===== src/fbit_pkg.sv =====
// Shared types and constants for the filleted box inclusion test.
// No dependencies; used by fbit_cfg and filleted_box_inside_test.
package fbit_pkg;

   localparam int COORD_WIDTH_DEFAULT = 24;
   localparam int HALF_W              = 23;           // register and half extent width
   localparam int SQ_W                = 2 * HALF_W;   // one square
   localparam int SUM_W               = SQ_W + 2;     // sum of three squares
   localparam int CSR_INDEX_W         = 2;

   localparam logic [CSR_INDEX_W-1:0] CSR_HALF_SIZE_X   = 2'd0;
   localparam logic [CSR_INDEX_W-1:0] CSR_HALF_SIZE_Y   = 2'd1;
   localparam logic [CSR_INDEX_W-1:0] CSR_HALF_SIZE_Z   = 2'd2;
   localparam logic [CSR_INDEX_W-1:0] CSR_FILLET_RADIUS = 2'd3;

   localparam logic [HALF_W-1:0] HALF_SIZE_RESET = 23'd4096;
   localparam logic [HALF_W-1:0] FILLET_RESET    = 23'd0;

   typedef enum logic [2:0] {
      REGION_OUTSIDE = 3'd0,
      REGION_FACE    = 3'd1,
      REGION_Z_EDGE  = 3'd2,
      REGION_Y_EDGE  = 3'd3,
      REGION_X_EDGE  = 3'd4,
      REGION_CORNER  = 3'd5
   } region_type;

   // Registered configuration plus values derived from it.
   typedef struct packed {
      logic [HALF_W-1:0] rx;
      logic [HALF_W-1:0] ry;
      logic [HALF_W-1:0] rz;
      logic [HALF_W-1:0] sx;   // half extent minus fillet radius
      logic [HALF_W-1:0] sy;
      logic [HALF_W-1:0] sz;
      logic [SQ_W-1:0]   f2;   // squared fillet radius
      logic              err;  // fillet radius exceeds a half extent
   } cfg_derived_type;

endpackage


===== src/fbit_cfg.sv =====
// Configuration registers and derived constants for the filleted box test.
// Depends on fbit_pkg.
module fbit_cfg (
   input  logic                               clock,
   input  logic                               reset,
   input  logic                               csr_wr_en,
   input  logic [fbit_pkg::CSR_INDEX_W-1:0]   csr_index,
   input  logic [fbit_pkg::HALF_W-1:0]        csr_wdata,
   output fbit_pkg::cfg_derived_type          cfg
);

   logic [fbit_pkg::HALF_W-1:0] half_x_ff, half_y_ff, half_z_ff, fillet_ff;
   fbit_pkg::cfg_derived_type   cfg_ff, cfg_in;

   always_ff @(posedge clock) begin
      if (reset) begin
         half_x_ff <= fbit_pkg::HALF_SIZE_RESET;
         half_y_ff <= fbit_pkg::HALF_SIZE_RESET;
         half_z_ff <= fbit_pkg::HALF_SIZE_RESET;
         fillet_ff <= fbit_pkg::FILLET_RESET;
      end else if (csr_wr_en) begin
         case (csr_index)
            fbit_pkg::CSR_HALF_SIZE_X:   half_x_ff <= csr_wdata;
            fbit_pkg::CSR_HALF_SIZE_Y:   half_y_ff <= csr_wdata;
            fbit_pkg::CSR_HALF_SIZE_Z:   half_z_ff <= csr_wdata;
            fbit_pkg::CSR_FILLET_RADIUS: fillet_ff <= csr_wdata;
            default: ;
         endcase
      end
   end

   // Derived values are registered. Change config only while idle; not enforced.
   always_comb begin
      cfg_in.rx  = half_x_ff;
      cfg_in.ry  = half_y_ff;
      cfg_in.rz  = half_z_ff;
      cfg_in.sx  = half_x_ff - fillet_ff;
      cfg_in.sy  = half_y_ff - fillet_ff;
      cfg_in.sz  = half_z_ff - fillet_ff;
      cfg_in.f2  = fillet_ff * fillet_ff;
      cfg_in.err = (fillet_ff > half_x_ff) || (fillet_ff > half_y_ff) ||
                   (fillet_ff > half_z_ff);
   end

   always_ff @(posedge clock) begin
      cfg_ff <= cfg_in;
   end

   assign cfg = cfg_ff;

endmodule


===== config.mk =====
export PLATFORM = sky130hd
export DESIGN_NAME = fbit_cfg
export DESIGN_NICKNAME = d
export VERILOG_FILES = /design/src/fbit_pkg.sv /design/src/fbit_cfg.sv
export SDC_FILE = /design/constraint.sdc
export NUM_CORES = 1
export LEC_CHECK = 0
export ABC_CLOCK_PERIOD_IN_PS = 9100
export BUFFER_PORTS_ARGS = -buffer_cell sky130_fd_sc_hd__buf_2
export CORE_MARGIN = 4
export CORE_UTILIZATION = 39
export DETAILED_ROUTE_END_ITERATION = 10
export GPL_TIMING_DRIVEN = 1
export PLACE_DENSITY = 0.55
export SLEW_MARGIN = 20
export SYNTH_ARGS = -nofsm -noshare
export SYNTH_HDL_FRONTEND = slang
export SYNTH_SLANG_ARGS = --single-unit

===== constraint.sdc =====
create_clock -name clock -period 9.1 [get_ports clock]
set_clock_uncertainty 0.05 [all_clocks]
set_input_delay 0.91 -clock clock [delete_from_list [all_inputs] [get_ports clock]]
set_output_delay 0.91 -clock clock [all_outputs]
set_load 0.01 [all_outputs]

==> results.json <==
{
  "synth_top_area_share_pct": 30.8,
  "worst_pin_slew_ps": 1140,
  "grt_pass1_wl_um": 114000,
  "slew_viol_final": 0,
  "numCtsBuffers": 34,
  "antenna_found_initial": 2,
  "cts-resized-gates": 0,
  "io_buffer_count": 211,
  "critPathMostFrequentCell": "fa_1",
  "crit_family": "adder cells",
  "worstHoldStart": "half_y_ff[12]",
  "endpoint_kind": "register",
  "avgSynthCellArea_um2": 9.22,
  "clock.fmax_mhz": 124,
  "dp_hpwl_um": 58300,
  "status": "finished clean",
  "place_area_mm2": 0.0272,
  "fin_nets": 3591,
  "grt_overflow": 0,
  "clockBufferDepth": 3,
  "report.final.setup_viol": 0,
  "async_flop_share_pct": 0,
  "p_leak_nw": 14.6,
  "finalCritPeriodShare_pct": 88.7,
  "dieArea_mm2": 0.0688,
  "synth_top_area_cell": "fa_1",
  "io_pins": 213,
  "ant_nets": 0,
  "ys_ff_latch": 276,
  "synth.cell_area_mm2": 0.0252,
  "cp_slowest_cell": "dfxtp_1",
  "start_util_pct": 39.7,
  "start_kind": "register",
  "r2r_setup_slack_ps": 1030,
  "powerDensity_mw_per_mm2": 126,
  "grt_setup_unrepaired": "no",
  "worstSkewPairLatency_ps": 570,
  "worst-setup-path-type": "register to register",
  "hp-class": "register to register",
  "drive_gt1_share_pct": 11.8,
  "final-hold-violation-count": 0,
  "clkSinkCount": 276,
  "drc": 0,
  "stdcell_area_mm2": 0.0285,
  "synth_edf_count": 0,
  "reg2reg_from": "fillet_ff[4]",
  "syn_to_final_growth_pct": 13.1,
  "critPathBufInv": 5,
  "cp_slowest_stage_delay_ps": 850,
  "core_area_mm2": 0.0635,
  "drt_iter0_drc": 1257,
  "synth_flop_cell": "dfxtp_1",
  "cts_tree": "built",
  "drv_cap": 0,
  "cts_hold_buf": 0,
  "synth.distinct_cells": 86,
  "synth_warnings": 0,
  "dr.pass1.iters": 7,
  "cts_setup_buffers": 0,
  "period_needed_ps": 8070,
  "syn_nets": 3393,
  "setup_tns_ps": 0,
  "wire_per_inst_um": 19.2,
  "path_cells": "clkinv_1 -> nor2_1 -> inv_1 -> fa_1 -> inv_1 -> fa_1 -> inv_1 -> fa_1 -> inv_1 -> fa_1 -> fa_1 -> fa_1 -> fa_1 -> ha_1 -> a21o_1 -> a21o_1 -> a21oi_1 -> o21ai_0 -> a2111oi_2 -> o21bai_1 -> a311oi_2 -> xnor2_1",
  "synth_seq_area_share_pct": 21.9,
  "postSynthCellCount": 2736,
  "die_x_um": 262,
  "routed-via-count": 19300,
  "gp_congestion": 0.950,
  "cp.arrival_ps": 8510,
  "rows": 92,
  "die_h_um": 262,
  "clk_pin_slew_ps": 60,
  "track_usage_pct": 21.0,
  "wl_um": 73000,
  "grt_max_degree": 93,
  "slew_headroom_pct": 23.4,
  "vdd_ir_drop_max_v": 0.000109,
  "critical_path.startpoint": "fillet_ff[4]",
  "first_global_vias": 20500,
  "synth_area_leaders": "fa_1, dfxtp_1, ha_1, inv_1, nand2_1",
  "fillCellCount": 6252,
  "vias_per_cell": 5.07,
  "root_buffer": "clkbuf_16",
  "htree_levels": 2,
  "worstPathRequired_ps": 9540,
  "cp_max_fo": 18
}
==> kinds of logic after synthesis <==
family	Yosys count	synth area share [%]
xor gates and xnor gates	108	3.75
muxes	2	0.0893
other	1	0.0149
DFF	276	21.9
AOI/OAI and AO/OA	398	9.95
and+or+nand+nor	699	11.9
buffers and inverters	623	9.60
adders and majority gates	629	42.8
==> cell usage in the layout (no fill, tap or decap), types with 10 or more instances in the layout <==
| master | instances |
|---|---|
| a211oi_1 | 10 |
| a21o_1 | 51 |
| a21oi_1 | 182 |
| a31oi_1 | 15 |
| and2_1 | 16 |
| and3_1 | 14 |
| buf_2 | 211 |
| buf_4 | 45 |
| clkbuf_16 | 34 |
| dfxtp_1 | 276 |
| fa_1 | 388 |
| ha_1 | 241 |
| inv_1 | 519 |
| nand2_1 | 374 |
| nand2b_1 | 13 |
| nand3_1 | 21 |
| nand4_1 | 11 |
| nor2_1 | 177 |
| nor2b_1 | 14 |
| nor3_1 | 17 |
| o21a_1 | 16 |
| o21ai_0 | 46 |
| o21bai_1 | 15 |
| xnor2_1 | 75 |
| xor2_1 | 33 |
==> Yosys cell counts (3+ instances only) <==
cell type  count
clkbuf_1      75
and2_1        16
dfxtp_1      276
clkbuf_8       6
o21ai_0       46
nand4_1       11
o31ai_1        7
o2111ai_1      3
xnor2_1       75
xor2_1        33
a21o_1        51
or2_2          8
nor4b_1        3
a211oi_1      10
o21a_1        16
clkinv_1       7
inv_2          3
nor3_1        17
a31o_2         5
a31oi_1       15
ha_1         241
nand2_1      374
nand3_1       21
nand3b_1       5
o31a_1         5
nor2b_1       14
o21bai_1      15
buf_1          5
nor2_1       177
inv_1        519
a21oi_1      182
buf_2          4
a2111oi_0      3
or3_1          5
nor3b_1        3
and3_1        14
nand2b_1      13
fa_1         388
==> report_power, final <==
| group | switching (W) | internal, W | total [W] |
|---|---|---|---|
| sequential | 0.0000477 | 0.00133 | 0.00138 |
| combinational | 0.000417 | 0.000272 | 0.000689 |
| clock | 0.000587 | 0.000935 | 0.00152 |
| total | 0.00105 | 0.00254 | 0.00359 |
==> registers in the layout (all words and copies together), names as in the netlist <==
name       flops
cfg          184
half_y_ff     23
half_z_ff     23
fillet_ff     23
half_x_ff     23
==> through the flow <==
stage	hold WS, ps	worst slack, ps	total power (W)	instances	utilization [%]
floorplan	301	2310	0.00182	2736	-
global placement	314	1320	0.00209	3744	42.9
detailed placement	314	1230	0.00210	3744	42.9
CTS	309	1180	0.00364	3806	44.9
global route	321	624	0.00375	3808	44.9
finish	311	1030	0.00359	3809	44.9
==> final timing paths <==
kind / cells past startpoint / endpoint
worst max register to register: 22 / cfg[44]
worst min-delay path: 0 / cfg[151]
worst min register to register: 0 / cfg[151]
worst max-delay path: 22 / cfg[44]
==> worst reg2reg max path, delay by kind of cell, from the launching register on <==
family / cells / cell delay, ps
buffers and inverters: 5 / 760
AO/OA/AOI/OAI: 7 / 2060
AND/OR/NAND/NOR: 1 / 290
flip-flops: 1 / 850
XOR/XNOR: 1 / 140
adder cells (fa/ha/maj): 8 / 3850
==> per-layer routing <==
layer,vias up,wire (µm),track usage (%)
met5,-,0,0
li1,8966,-,-
met4,0,2740,7.16
met3,164,4310,3.28
met2,610,36800,37.1
met1,9570,29200,26.3
==> layout make-up <==
type | instances | area, µm² | area share [%]
antenna | 3 | 7.51 | 0.0263
clock buffer | 40 | 913 | 3.20
clock inverter | 22 | 362 | 1.27
inverter | 529 | 1990 | 6.96
multi-input combinational | 1837 | 17300 | 60.6
sequential | 276 | 5530 | 19.4
tap | 846 | 1060 | 3.71
timing repair buffer | 256 | 1390 | 4.89
Note: power is estimated with default switching activity, not from simulation.
